[config.mk]
export PLATFORM = sky130hd
export DESIGN_NAME = load_cell_stability_detector_flat
export DESIGN_NICKNAME = d
export VERILOG_FILES = /design/src/hdl/lcsd_pkg.sv /design/src/hdl/lcsd_if.sv /design/src/hdl/lcsd_div.sv /design/src/hdl/lcsd_dp.sv /design/src/hdl/lcsd_ctrl.sv /design/src/hdl/load_cell_stability_detector.sv /design/src/flat_wrapper.sv
export SDC_FILE = /design/constraint.sdc
export NUM_CORES = 2
export LEC_CHECK = 0
export BUFFER_PORTS_ARGS = -buffer_cell sky130_fd_sc_hd__buf_2
export CORE_ASPECT_RATIO = 0.9
export CORE_MARGIN = 2
export CORE_UTILIZATION = 36
export DETAILED_ROUTE_END_ITERATION = 6
export GPL_TIMING_DRIVEN = 0
export SYNTH_ARGS = -nofsm -noshare
export SYNTH_HDL_FRONTEND = slang
export SYNTH_SLANG_ARGS = --single-unit
[constraint.sdc]
create_clock -name clk -period 16.7 [get_ports clk]
set_input_delay 3.34 -clock clk [delete_from_list [all_inputs] [get_ports clk]]
set_output_delay 3.34 -clock clk [all_outputs]
set_load 0.005 [all_outputs]
[src/hdl/lcsd_pkg.sv]
package lcsd_pkg;

	// field widths
	localparam int SAMPLE_W   = 32;
	localparam int AVG_W      = 32;
	localparam int DEV_W      = 32;
	localparam int THR_W      = 24;
	localparam int MINW_W     = 31;
	localparam int CFG_IDX_W  = 4;
	localparam int CFG_DATA_W = 32;

	// register indexes
	localparam logic [CFG_IDX_W-1:0] REG_THRESHOLD  = CFG_IDX_W'(0);
	localparam logic [CFG_IDX_W-1:0] REG_MIN_WEIGHT = CFG_IDX_W'(1);

	// register reset values
	localparam logic [THR_W-1:0]  THR_RESET  = THR_W'(1000);
	localparam logic [MINW_W-1:0] MINW_RESET = MINW_W'(10000);

	// operand select for the shared divider
	localparam logic DIV_SEL_AVG = 1'b0;
	localparam logic DIV_SEL_DEV = 1'b1;

	typedef enum logic [3:0] {
		ST_IDLE,
		ST_POST_PART,
		ST_WALK,
		ST_DRAIN,
		ST_LIMIT,
		ST_DECIDE,
		ST_DIV_AVG,
		ST_DIV_DEV,
		ST_POST_FULL
	} lcsd_state_t;

	// controller to datapath
	typedef struct packed {
		logic accept;
		logic walk_rd;
		logic lim_load;
		logic decide;
		logic div_start;
		logic div_sel;
		logic avg_load;
		logic dev_load;
		logic post;
		logic complete;
	} lcsd_cmd_t;

	// datapath to controller
	typedef struct packed {
		logic last;
		logic walk_last;
		logic pipe_busy;
		logic div_done;
		logic out_free;
	} lcsd_status_t;

endpackage

[src/hdl/lcsd_if.sv]
// sample channel
interface lcsd_sample_if;
	import lcsd_pkg::*;
	logic                       valid;
	logic                       ready;
	logic signed [SAMPLE_W-1:0] sample_weight_mg;

	modport source (output valid, output sample_weight_mg, input ready);
	modport sink (input valid, input sample_weight_mg, output ready);
endinterface

// result channel
interface lcsd_result_if;
	import lcsd_pkg::*;
	logic                    valid;
	logic                    ready;
	logic                    window_complete;
	logic                    stable;
	logic                    too_light;
	logic signed [AVG_W-1:0] window_average_mg;
	logic [DEV_W-1:0]        window_max_deviation_mg;

	modport source (
		output valid, output window_complete, output stable, output too_light,
		output window_average_mg, output window_max_deviation_mg, input ready
	);
	modport sink (
		input valid, input window_complete, input stable, input too_light,
		input window_average_mg, input window_max_deviation_mg, output ready
	);
endinterface

// configuration write channel
interface lcsd_cfg_if;
	import lcsd_pkg::*;
	logic                  valid;
	logic                  ready;
	logic [CFG_IDX_W-1:0]  index;
	logic [CFG_DATA_W-1:0] wdata;

	modport source (output valid, output index, output wdata, input ready);
	modport sink (input valid, input index, input wdata, output ready);
endinterface

[src/hdl/lcsd_div.sv]
module lcsd_div #(
	parameter int DW      = 38,
	parameter int DIVISOR = 20
) (
	input  logic          clk,
	input  logic          arst_n,
	input  logic          start,
	input  logic [DW-1:0] dividend,
	output logic [DW-1:0] quotient,
	output logic          busy,
	output logic          done
);
	// floor(x / DIVISOR) = floor(x * RECIP / 2^SH) for every x below 2^DW,
	// with RECIP = ceil(2^SH / DIVISOR) and SH = DW + ceil(log2(DIVISOR))
	localparam int LW  = $clog2(DIVISOR);
	localparam int SH  = DW + LW;
	localparam int CH  = 16;
	localparam int NCH = (DW + CH) / CH;
	localparam int PW  = NCH * CH;
	localparam int PRW = DW + CH;
	localparam int AW  = PRW + 1;
	localparam int QS  = SH - CH * (NCH - 1);
	localparam int CW  = $clog2(NCH + 1);
	localparam logic [63:0]   RECIP_W = ((64'd1 << SH) + 64'(DIVISOR - 1)) / 64'(DIVISOR);
	localparam logic [PW-1:0] RECIP   = PW'(RECIP_W);

	logic [DW-1:0]  dvd_q;
	logic [PW-1:0]  rcp_q;
	logic [AW-1:0]  acc_q;
	logic [CW-1:0]  cnt_q;
	logic           busy_q;
	logic           done_q;
	logic [PRW-1:0] partial;
	logic [AW-1:0]  acc_nxt;

	// one reciprocal chunk per cycle, low chunk first; bits shifted out are final
	always_comb begin
		partial = PRW'(dvd_q) * PRW'(rcp_q[CH-1:0]);
		acc_nxt = {1'b0, partial} + (acc_q >> CH);
	end

	// iteration control
	always_ff @(posedge clk or negedge arst_n) begin
		if (!arst_n) begin
			busy_q <= 1'b0;
			done_q <= 1'b0;
			cnt_q  <= '0;
		end else begin
			done_q <= 1'b0;
			if (start) begin
				busy_q <= 1'b1;
				cnt_q  <= CW'(NCH);
			end else if (busy_q) begin
				cnt_q <= cnt_q - CW'(1);
				if (cnt_q == CW'(1)) begin
					busy_q <= 1'b0;
					done_q <= 1'b1;
				end
			end
		end
	end

	// operand, reciprocal chunks and partial product accumulation
	always_ff @(posedge clk) begin
		if (start) begin
			dvd_q <= dividend;
			rcp_q <= RECIP;
			acc_q <= '0;
		end else if (busy_q) begin
			rcp_q <= rcp_q >> CH;
			acc_q <= acc_nxt;
		end
	end

	assign quotient = DW'(acc_q >> QS);
	assign busy     = busy_q;
	assign done     = done_q;
endmodule

[src/hdl/lcsd_dp.sv]
module lcsd_dp #(
	parameter int WINDOW_LENGTH = 20
) (
	input  logic                                  clk,
	input  logic                                  arst_n,
	input  lcsd_pkg::lcsd_cmd_t                   cmd,
	output lcsd_pkg::lcsd_status_t                status,
	input  logic signed [lcsd_pkg::SAMPLE_W-1:0]  sample_weight_mg,
	input  logic                                  cfg_valid,
	input  logic [lcsd_pkg::CFG_IDX_W-1:0]        cfg_index,
	input  logic [lcsd_pkg::CFG_DATA_W-1:0]       cfg_wdata,
	output logic                                  out_valid,
	input  logic                                  out_ready,
	output logic                                  window_complete,
	output logic                                  stable,
	output logic                                  too_light,
	output logic signed [lcsd_pkg::AVG_W-1:0]     window_average_mg,
	output logic [lcsd_pkg::DEV_W-1:0]            window_max_deviation_mg
);
	import lcsd_pkg::*;

	localparam int LG    = $clog2(WINDOW_LENGTH);
	localparam int POS_W = LG;
	localparam int SUM_W = SAMPLE_W + LG;
	localparam int AD_W  = SUM_W + 1;
	localparam logic signed [SUM_W-1:0] N_S      = SUM_W'(WINDOW_LENGTH);
	localparam logic [AD_W-1:0]         N_U      = AD_W'(WINDOW_LENGTH);
	localparam logic [POS_W-1:0]        LAST_POS = POS_W'(WINDOW_LENGTH - 1);

	logic [THR_W-1:0]         thr_q;
	logic [MINW_W-1:0]        minw_q;
	logic [SAMPLE_W-1:0]      mem [WINDOW_LENGTH];
	logic [POS_W-1:0]         pos_q;
	logic [POS_W-1:0]         rd_addr_q;
	logic signed [SUM_W-1:0]  sum_q;
	logic [SAMPLE_W-1:0]      rd_data_s1;
	logic                     vld_s1;
	logic signed [SUM_W-1:0]  prod_s2;
	logic                     vld_s2;
	logic [AD_W-1:0]          ad_s3;
	logic                     vld_s3;
	logic [AD_W-1:0]          max_q;
	logic [AD_W-1:0]          lim_thr_q;
	logic [AD_W-1:0]          lim_w_q;
	logic                     dev_ok_q;
	logic                     heavy_q;
	logic [AVG_W-1:0]         avg_q;
	logic [DEV_W-1:0]         dev_q;
	logic                     out_valid_q;
	logic                     out_complete_q;
	logic                     out_stable_q;
	logic                     out_light_q;
	logic [AVG_W-1:0]         out_avg_q;
	logic [DEV_W-1:0]         out_dev_q;

	logic signed [SUM_W-1:0]  sample_ext;
	logic signed [SUM_W-1:0]  rd_ext;
	logic signed [AD_W-1:0]   sum_wide;
	logic signed [AD_W-1:0]   diff;
	logic [AD_W-1:0]          ad;
	logic [AD_W-1:0]          abs_sum;
	logic [AD_W-1:0]          dividend;
	logic [AD_W-1:0]          quotient;
	logic [AD_W-1:0]          neg_quo;
	logic                     div_busy;
	logic                     div_done;
	logic                     last;
	logic                     out_free;

	// configuration registers
	always_ff @(posedge clk or negedge arst_n) begin
		if (!arst_n) begin
			thr_q  <= THR_RESET;
			minw_q <= MINW_RESET;
		end else if (cfg_valid) begin
			unique case (cfg_index)
				REG_THRESHOLD:  thr_q  <= cfg_wdata[THR_W-1:0];
				REG_MIN_WEIGHT: minw_q <= cfg_wdata[MINW_W-1:0];
				default: ;
			endcase
		end
	end

	assign last       = pos_q == LAST_POS;
	assign sample_ext = {{LG{sample_weight_mg[SAMPLE_W-1]}}, sample_weight_mg};
	assign sum_wide   = {sum_q[SUM_W-1], sum_q};

	// write position and running sum
	always_ff @(posedge clk or negedge arst_n) begin
		if (!arst_n) begin
			pos_q <= '0;
			sum_q <= '0;
		end else begin
			if (cmd.accept) begin
				pos_q <= last ? '0 : pos_q + POS_W'(1);
				sum_q <= sum_q + sample_ext;
			end else if (cmd.post && cmd.complete) begin
				sum_q <= '0;
			end
		end
	end

	// sample memory, registered read
	always_ff @(posedge clk) begin
		if (cmd.accept) begin
			mem[pos_q] <= sample_weight_mg;
		end
		if (cmd.walk_rd) begin
			rd_data_s1 <= mem[rd_addr_q];
		end
	end

	// walk address
	always_ff @(posedge clk or negedge arst_n) begin
		if (!arst_n) begin
			rd_addr_q <= '0;
		end else if (cmd.accept && last) begin
			rd_addr_q <= '0;
		end else if (cmd.walk_rd) begin
			rd_addr_q <= rd_addr_q + POS_W'(1);
		end
	end

	// deviation pipeline valids
	always_ff @(posedge clk or negedge arst_n) begin
		if (!arst_n) begin
			vld_s1 <= 1'b0;
			vld_s2 <= 1'b0;
			vld_s3 <= 1'b0;
		end else begin
			vld_s1 <= cmd.walk_rd;
			vld_s2 <= vld_s1;
			vld_s3 <= vld_s2;
		end
	end

	// scaled sample minus sum, absolute value
	always_comb begin
		rd_ext = {{LG{rd_data_s1[SAMPLE_W-1]}}, rd_data_s1};
		diff   = $signed({prod_s2[SUM_W-1], prod_s2}) - sum_wide;
		ad     = diff[AD_W-1] ? AD_W'(0) - AD_W'(diff) : AD_W'(diff);
	end

	// product and deviation stages, running maximum
	always_ff @(posedge clk) begin
		prod_s2 <= rd_ext * N_S;
		ad_s3   <= ad;
		if (cmd.accept && last) begin
			max_q <= '0;
		end else if (vld_s3 && (ad_s3 > max_q)) begin
			max_q <= ad_s3;
		end
	end

	// scaled limits and verdict
	always_ff @(posedge clk) begin
		if (cmd.lim_load) begin
			lim_thr_q <= AD_W'(thr_q) * N_U;
			lim_w_q   <= AD_W'(minw_q) * N_U;
		end
		if (cmd.decide) begin
			dev_ok_q <= max_q <= lim_thr_q;
			heavy_q  <= sum_wide > $signed(lim_w_q);
		end
	end

	// divider operands and results
	always_comb begin
		abs_sum  = sum_q[SUM_W-1] ? AD_W'(0) - AD_W'(sum_wide) : AD_W'(sum_wide);
		dividend = (cmd.div_sel == DIV_SEL_DEV) ? max_q : abs_sum;
		neg_quo  = AD_W'(0) - quotient;
	end

	lcsd_div #(
		.DW      (AD_W),
		.DIVISOR (WINDOW_LENGTH)
	) u_div (
		.clk      (clk),
		.arst_n   (arst_n),
		.start    (cmd.div_start),
		.dividend (dividend),
		.quotient (quotient),
		.busy     (div_busy),
		.done     (div_done)
	);

	always_ff @(posedge clk) begin
		if (cmd.avg_load) begin
			avg_q <= sum_q[SUM_W-1] ? neg_quo[AVG_W-1:0] : quotient[AVG_W-1:0];
		end
		if (cmd.dev_load) begin
			dev_q <= quotient[DEV_W-1:0];
		end
	end

	// output register
	assign out_free = !out_valid_q || out_ready;

	always_ff @(posedge clk or negedge arst_n) begin
		if (!arst_n) begin
			out_valid_q <= 1'b0;
		end else if (cmd.post) begin
			out_valid_q <= 1'b1;
		end else if (out_ready) begin
			out_valid_q <= 1'b0;
		end
	end

	always_ff @(posedge clk) begin
		if (cmd.post) begin
			out_complete_q <= cmd.complete;
			out_stable_q   <= cmd.complete & dev_ok_q & heavy_q;
			out_light_q    <= cmd.complete & dev_ok_q & ~heavy_q;
			out_avg_q      <= cmd.complete ? avg_q : '0;
			out_dev_q      <= cmd.complete ? dev_q : '0;
		end
	end

	assign out_valid               = out_valid_q;
	assign window_complete         = out_complete_q;
	assign stable                  = out_stable_q;
	assign too_light               = out_light_q;
	assign window_average_mg       = $signed(out_avg_q);
	assign window_max_deviation_mg = out_dev_q;

	// status to controller
	always_comb begin
		status.last      = last;
		status.walk_last = rd_addr_q == LAST_POS;
		status.pipe_busy = vld_s1 | vld_s2 | vld_s3;
		status.div_done  = div_done;
		status.out_free  = out_free;
	end

`ifndef SYNTHESIS
	// no sample enters while a deviation walk is in flight
	a_accept_pipe_idle: assert property (@(posedge clk) disable iff (!arst_n)
		cmd.accept |-> !(vld_s1 || vld_s2 || vld_s3))
		else $error("sample accepted during deviation walk");

	// a result is loaded only when the output register can take it
	a_post_free: assert property (@(posedge clk) disable iff (!arst_n)
		cmd.post |-> out_free)
		else $error("result loaded over a pending transfer");

	// divider is never restarted mid-division
	a_div_idle: assert property (@(posedge clk) disable iff (!arst_n)
		cmd.div_start |-> !div_busy)
		else $error("divider started while busy");
`endif
endmodule

[src/hdl/lcsd_ctrl.sv]
module lcsd_ctrl (
	input  logic                   clk,
	input  logic                   arst_n,
	input  logic                   in_valid,
	output logic                   in_ready,
	input  lcsd_pkg::lcsd_status_t status,
	output lcsd_pkg::lcsd_cmd_t    cmd
);
	import lcsd_pkg::*;

	lcsd_state_t state_q;
	lcsd_state_t state_nxt;

	// state register
	always_ff @(posedge clk or negedge arst_n) begin
		if (!arst_n) begin
			state_q <= ST_IDLE;
		end else begin
			state_q <= state_nxt;
		end
	end

	// next state
	always_comb begin
		state_nxt = state_q;
		unique case (state_q)
			ST_IDLE: begin
				if (in_valid) begin
					state_nxt = status.last ? ST_WALK : ST_POST_PART;
				end
			end
			ST_POST_PART: begin
				if (status.out_free) begin
					state_nxt = ST_IDLE;
				end
			end
			ST_WALK: begin
				if (status.walk_last) begin
					state_nxt = ST_DRAIN;
				end
			end
			ST_DRAIN: begin
				if (!status.pipe_busy) begin
					state_nxt = ST_LIMIT;
				end
			end
			ST_LIMIT:  state_nxt = ST_DECIDE;
			ST_DECIDE: state_nxt = ST_DIV_AVG;
			ST_DIV_AVG: begin
				if (status.div_done) begin
					state_nxt = ST_DIV_DEV;
				end
			end
			ST_DIV_DEV: begin
				if (status.div_done) begin
					state_nxt = ST_POST_FULL;
				end
			end
			ST_POST_FULL: begin
				if (status.out_free) begin
					state_nxt = ST_IDLE;
				end
			end
			default: state_nxt = ST_IDLE;
		endcase
	end

	// commands
	always_comb begin
		in_ready      = state_q == ST_IDLE;
		cmd.accept    = (state_q == ST_IDLE) && in_valid;
		cmd.walk_rd   = state_q == ST_WALK;
		cmd.lim_load  = state_q == ST_LIMIT;
		cmd.decide    = state_q == ST_DECIDE;
		cmd.div_start = (state_q == ST_DECIDE)
			|| ((state_q == ST_DIV_AVG) && status.div_done);
		cmd.div_sel   = (state_q == ST_DIV_AVG) ? DIV_SEL_DEV : DIV_SEL_AVG;
		cmd.avg_load  = (state_q == ST_DIV_AVG) && status.div_done;
		cmd.dev_load  = (state_q == ST_DIV_DEV) && status.div_done;
		cmd.post      = ((state_q == ST_POST_PART) || (state_q == ST_POST_FULL))
			&& status.out_free;
		cmd.complete  = state_q == ST_POST_FULL;
	end
endmodule

[src/hdl/load_cell_stability_detector.sv]
// Load cell stability detector. Each sample transfer (signed mg) is stored in a
// window of WINDOW_LENGTH entries and gives exactly one result transfer. A sample
// that does not close the window returns an all-zero result. The sample that
// closes the window starts a walk over the sample memory (one read per cycle
// through a 3-stage scale/subtract/max pipeline), then two passes of a divider
// by WINDOW_LENGTH that multiplies by the reciprocal in three 16-bit steps, one
// for the average and one for the largest deviation. The verdict is exact:
// stable when max|N*x - sum| <= N*threshold and sum > N*min_weight, too_light
// when the deviation passes but the weight does not. A result that waits in the
// output register does not hold off the next sample. Register writes are taken
// in every cycle and must be made only while the block is idle.
module load_cell_stability_detector #(
	parameter int WINDOW_LENGTH = 20
) (
	input  logic                 clk,
	input  logic                 arst_n,
	lcsd_sample_if.sink          in_ch,
	lcsd_result_if.source        out_ch,
	lcsd_cfg_if.sink             cfg_ch
);
	import lcsd_pkg::*;

	lcsd_cmd_t    cmd;
	lcsd_status_t status;

	// configuration writes never stall
	assign cfg_ch.ready = 1'b1;

	lcsd_ctrl u_ctrl (
		.clk      (clk),
		.arst_n   (arst_n),
		.in_valid (in_ch.valid),
		.in_ready (in_ch.ready),
		.status   (status),
		.cmd      (cmd)
	);

	lcsd_dp #(
		.WINDOW_LENGTH (WINDOW_LENGTH)
	) u_dp (
		.clk                     (clk),
		.arst_n                  (arst_n),
		.cmd                     (cmd),
		.status                  (status),
		.sample_weight_mg        (in_ch.sample_weight_mg),
		.cfg_valid               (cfg_ch.valid),
		.cfg_index               (cfg_ch.index),
		.cfg_wdata               (cfg_ch.wdata),
		.out_valid               (out_ch.valid),
		.out_ready               (out_ch.ready),
		.window_complete         (out_ch.window_complete),
		.stable                  (out_ch.stable),
		.too_light               (out_ch.too_light),
		.window_average_mg       (out_ch.window_average_mg),
		.window_max_deviation_mg (out_ch.window_max_deviation_mg)
	);
endmodule

[src/flat_wrapper.sv]
// flat-port wrapper written by rule: the top's interface ports become plain ports
module load_cell_stability_detector_flat import lcsd_pkg::*;
#(
	parameter int WINDOW_LENGTH = 20
)
  (clk, arst_n, in_ch_valid, in_ch_sample_weight_mg, in_ch_ready, out_ch_valid, out_ch_window_complete, out_ch_stable, out_ch_too_light, out_ch_window_average_mg, out_ch_window_max_deviation_mg, out_ch_ready, cfg_ch_valid, cfg_ch_index, cfg_ch_wdata, cfg_ch_ready);
  lcsd_sample_if in_ch_i ();
  lcsd_result_if out_ch_i ();
  lcsd_cfg_if cfg_ch_i ();
  input  logic clk;
  input  logic arst_n;
  input wire logic [$bits(in_ch_i.valid)-1:0] in_ch_valid;
  input wire logic [$bits(in_ch_i.sample_weight_mg)-1:0] in_ch_sample_weight_mg;
  output wire logic [$bits(in_ch_i.ready)-1:0] in_ch_ready;
  output wire logic [$bits(out_ch_i.valid)-1:0] out_ch_valid;
  output wire logic [$bits(out_ch_i.window_complete)-1:0] out_ch_window_complete;
  output wire logic [$bits(out_ch_i.stable)-1:0] out_ch_stable;
  output wire logic [$bits(out_ch_i.too_light)-1:0] out_ch_too_light;
  output wire logic [$bits(out_ch_i.window_average_mg)-1:0] out_ch_window_average_mg;
  output wire logic [$bits(out_ch_i.window_max_deviation_mg)-1:0] out_ch_window_max_deviation_mg;
  input wire logic [$bits(out_ch_i.ready)-1:0] out_ch_ready;
  input wire logic [$bits(cfg_ch_i.valid)-1:0] cfg_ch_valid;
  input wire logic [$bits(cfg_ch_i.index)-1:0] cfg_ch_index;
  input wire logic [$bits(cfg_ch_i.wdata)-1:0] cfg_ch_wdata;
  output wire logic [$bits(cfg_ch_i.ready)-1:0] cfg_ch_ready;
  assign in_ch_i.valid = in_ch_valid;
  assign in_ch_i.sample_weight_mg = in_ch_sample_weight_mg;
  assign in_ch_ready = in_ch_i.ready;
  assign out_ch_valid = out_ch_i.valid;
  assign out_ch_window_complete = out_ch_i.window_complete;
  assign out_ch_stable = out_ch_i.stable;
  assign out_ch_too_light = out_ch_i.too_light;
  assign out_ch_window_average_mg = out_ch_i.window_average_mg;
  assign out_ch_window_max_deviation_mg = out_ch_i.window_max_deviation_mg;
  assign out_ch_i.ready = out_ch_ready;
  assign cfg_ch_i.valid = cfg_ch_valid;
  assign cfg_ch_i.index = cfg_ch_index;
  assign cfg_ch_i.wdata = cfg_ch_wdata;
  assign cfg_ch_ready = cfg_ch_i.ready;
  load_cell_stability_detector #(.WINDOW_LENGTH(WINDOW_LENGTH)) u_core (.clk(clk), .arst_n(arst_n), .in_ch(in_ch_i), .out_ch(out_ch_i), .cfg_ch(cfg_ch_i));
endmodule
==> results.sh <==
export IMPL_run_status="complete, no violations"
export IMPL_power_leakage_nw=30.9
export IMPL_crit_top_cell="fa_1"
export IMPL_cts_root_buffer="clkbuf_16"
export IMPL_fin_skew_ns=0.0946
export IMPL_ys_flop_type="edfxtp_1"
export IMPL_cts_buffers=118
export IMPL_pre_cts_ws_ns=8.51
export IMPL_drive_gt1_share_pct=12.9
export IMPL_io_pins=143
export IMPL_synth_edf_count=904
export IMPL_postCtsResizedCells=0
export IMPL_critPathCaptureType="flop"
export IMPL_post_cts_buffers=0
export IMPL_cts_hold_buf=0
export IMPL_core_sq_um=186000
export IMPL_timing_critical_path_slowest_stage_cell="clkbuf_1"
export IMPL_multi_input_area_sq_um=31500
export IMPL_synthCells=5251
export IMPL_setup_viol=0
export IMPL_final_cell_mix="edfxtp_1 (904), inv_1 (610), ha_1 (552)"
export IMPL_drc=0
export IMPL_drtPass1Iterations=5
export IMPL_slew_headroom_pct=9.51
export IMPL_dp_hpwl_mm=130
export IMPL_syn_area_per_cell_sq_um=12.8
export IMPL_p_per_area_nw_per_um2=126
export IMPL_num_vias=41724
export IMPL_wirelength_met1_mm=81.8
export IMPL_dieArea_sq_um=191000
export IMPL_die_w_um=460
export IMPL_dr_first_iter_drc_count=3295
export IMPL_worst_path_buf_inv=6
export IMPL_max_freq_mhz=123
export IMPL_grt_pass1_wl_mm=260
export IMPL_nets=6447
export IMPL_cts_sinks=1175
export IMPL_antenna_found_initial=14
export IMPL_clkSlewWorstSetupHoldPaths_ns=0.06
export IMPL_setup_ws_ns=8.55
export IMPL_max_stage_delay_ns=0.54
export IMPL_path_class="reg -> reg"
export IMPL_routed_via_density=5.17
export IMPL_seqCellArea_sq_um=33200
export IMPL_io_buffers=140
export IMPL_grt_pass1_vias=41281
export IMPL_cp_arrival_ns=8.80
export IMPL_cts_tree="done"
export IMPL_async_flop_share_pct=9.70
export IMPL_yosysWarnings=0
export IMPL_cts_buffer_depth=3
export IMPL_htree_levels=3
export IMPL_ys_seq_elements=1175
export IMPL_ir_drop_mv=0.100
export IMPL_wl_met2_mm=76.1
export IMPL_dr_max_layer_used="met5"
export IMPL_clk_latency_ns=0.79
export IMPL_wl_per_cell_um=21.2
export IMPL_grt_setup_unrepaired="no"
export IMPL_fillers=17290
export IMPL_grt_max_degree=69
export IMPL_routed_wirelength_mm=171
export IMPL_r2r_start="u_core.u_dp.u_div.rcp_q[6]"
export IMPL_overflow=0
export IMPL_grt_use_total_pct=17.8
export IMPL_period_minus_slack_ns=8.15
export IMPL_maxCapViolations=0
export IMPL_row_count=150
export IMPL_antenna_left=0
export IMPL_layout_commonest_cell="edfxtp_1"
export IMPL_die_y_um=415
export IMPL_critPathMaxFanout=10
export IMPL_fin_util_pct=40.8
export IMPL_hp_start="u_core.u_dp.vld_s2"
export IMPL_worstMarginPinSlew_ns=1.35
export IMPL_report_final_slew_viol_count=0
export IMPL_startpoint_type="flop"
export IMPL_hold_violations=0
export IMPL_startpoint="u_core.u_dp.u_div.rcp_q[6]"
export IMPL_wl_met3_mm=9.72
export IMPL_syn_area_sq_um=67400
export IMPL_start_util_pct=36.3
export IMPL_ys_seq_area_share_pct=49.2
export IMPL_gp_congestion=0.895
export IMPL_synth_nets=6149
export IMPL_cpLargestDelayFamily="adder cells"
export IMPL_worstPathRequired_ns=17.35
export IMPL_setup_tns_final_ns=0
export IMPL_ys_types=102
export IMPL_min_period_over_period_pct=48.8
export IMPL_area_growth_pct=12.5
export IMPL_min_path_type="reg -> reg"
## registers in the layout (all words and copies together), names as in the netlist, 34 cells and up
| name | flops |
|---|---|
| u_core.u_dp.lim_w_q | 34 |
| u_core.u_dp.max_q | 38 |
| u_core.u_dp.ad_s3 | 38 |
| u_core.u_dp.sum_q | 37 |
| u_core.u_dp.prod_s2 | 35 |
| u_core.u_dp.mem | 640 |
| u_core.u_dp.u_div.dvd_q | 38 |
| u_core.u_dp.u_div.acc_q | 43 |
## synth_stat cells (103+ instances only)
cell	count	area, sq um
o21ai_0	209	1050
xnor2_1	200	1750
a21o_1	126	946
and2_1	178	1110
fa_1	273	5470
edfxtp_1	904	27100
mux4_2	192	4320
nor2_1	240	901
ha_1	552	6910
clkbuf_1	123	462
dfrtp_1	103	2580
dfxtp_1	157	3140
a21oi_1	240	1200
inv_1	610	2290
nand2_1	227	852
## final timing paths
check                                         endpoint  slack (ns)  cells past startpoint
setup / recovery           u_core.u_dp.u_div.acc_q[52]        8.55                     26
hold / removal                      u_core.u_dp.vld_s3        0.38                      0
setup reg to reg           u_core.u_dp.u_div.acc_q[52]        8.55                     26
hold reg to reg                     u_core.u_dp.vld_s3        0.38                      0
max in group asynchronous     u_core.u_ctrl.state_q[1]       13.35                      2
min in group asynchronous        u_core.u_dp.thr_q[23]        2.48                      1
## layout make-up
cell class / count / share of cell area [%]
clock buffer: 152 / 4.22
buffer: 154 / 0.797
clock inverter: 64 / 0.854
multi-input combinational: 3307 / 41.6
antenna: 1 / 0.00330
timing repair buffer: 178 / 1.81
sequential: 1175 / 43.7
inverter: 615 / 3.04
tap: 2432 / 4.01
## power by group
part	switching [mW]	internal [mW]
registers	0.272	3.55
clock network	1.16	1.47
logic	1.87	1.22
total	3.31	6.23
## metrics by stage
step / cells / power, mW / cell area (sq um) / hold WS, ns
floorplan: 5251 / 5.91 / 67400 / 0.349
global placement: 7823 / 6.84 / 71200 / 0.361
detailed placement: 7860 / 6.93 / 72000 / 0.368
CTS: 8076 / 9.58 / 75900 / 0.380
global route: 8077 / 10.1 / 75900 / 0.406
finish: 8078 / 9.54 / 75900 / 0.380
## layer usage
layer	vias to the layer above	global-route usage, %
met5	-	0
met4	6	4.09
met3	213	2.43
met2	1109	27.5
met1	20882	26.6
li1	19514	-
## kinds of logic (layout without fill, tap and decap cells)
group / count (synthesis) / count (layout) / share of synthesized area [%]
multiplexers: 352 / 352 / 8.95
adder cells (fa/ha/maj): 825 / 825 / 18.4
XOR/XNOR: 289 / 289 / 3.75
AND/OR/NAND/NOR: 1000 / 1000 / 7.55
AO/OA/AOI/OAI: 840 / 840 / 7.88
flip-flops: 1175 / 1175 / 49.2
buffers and inverters: 769 / 1163 / 4.32
other: 1 / 2 / 0.00556
(Power assumes the default switching activity.)
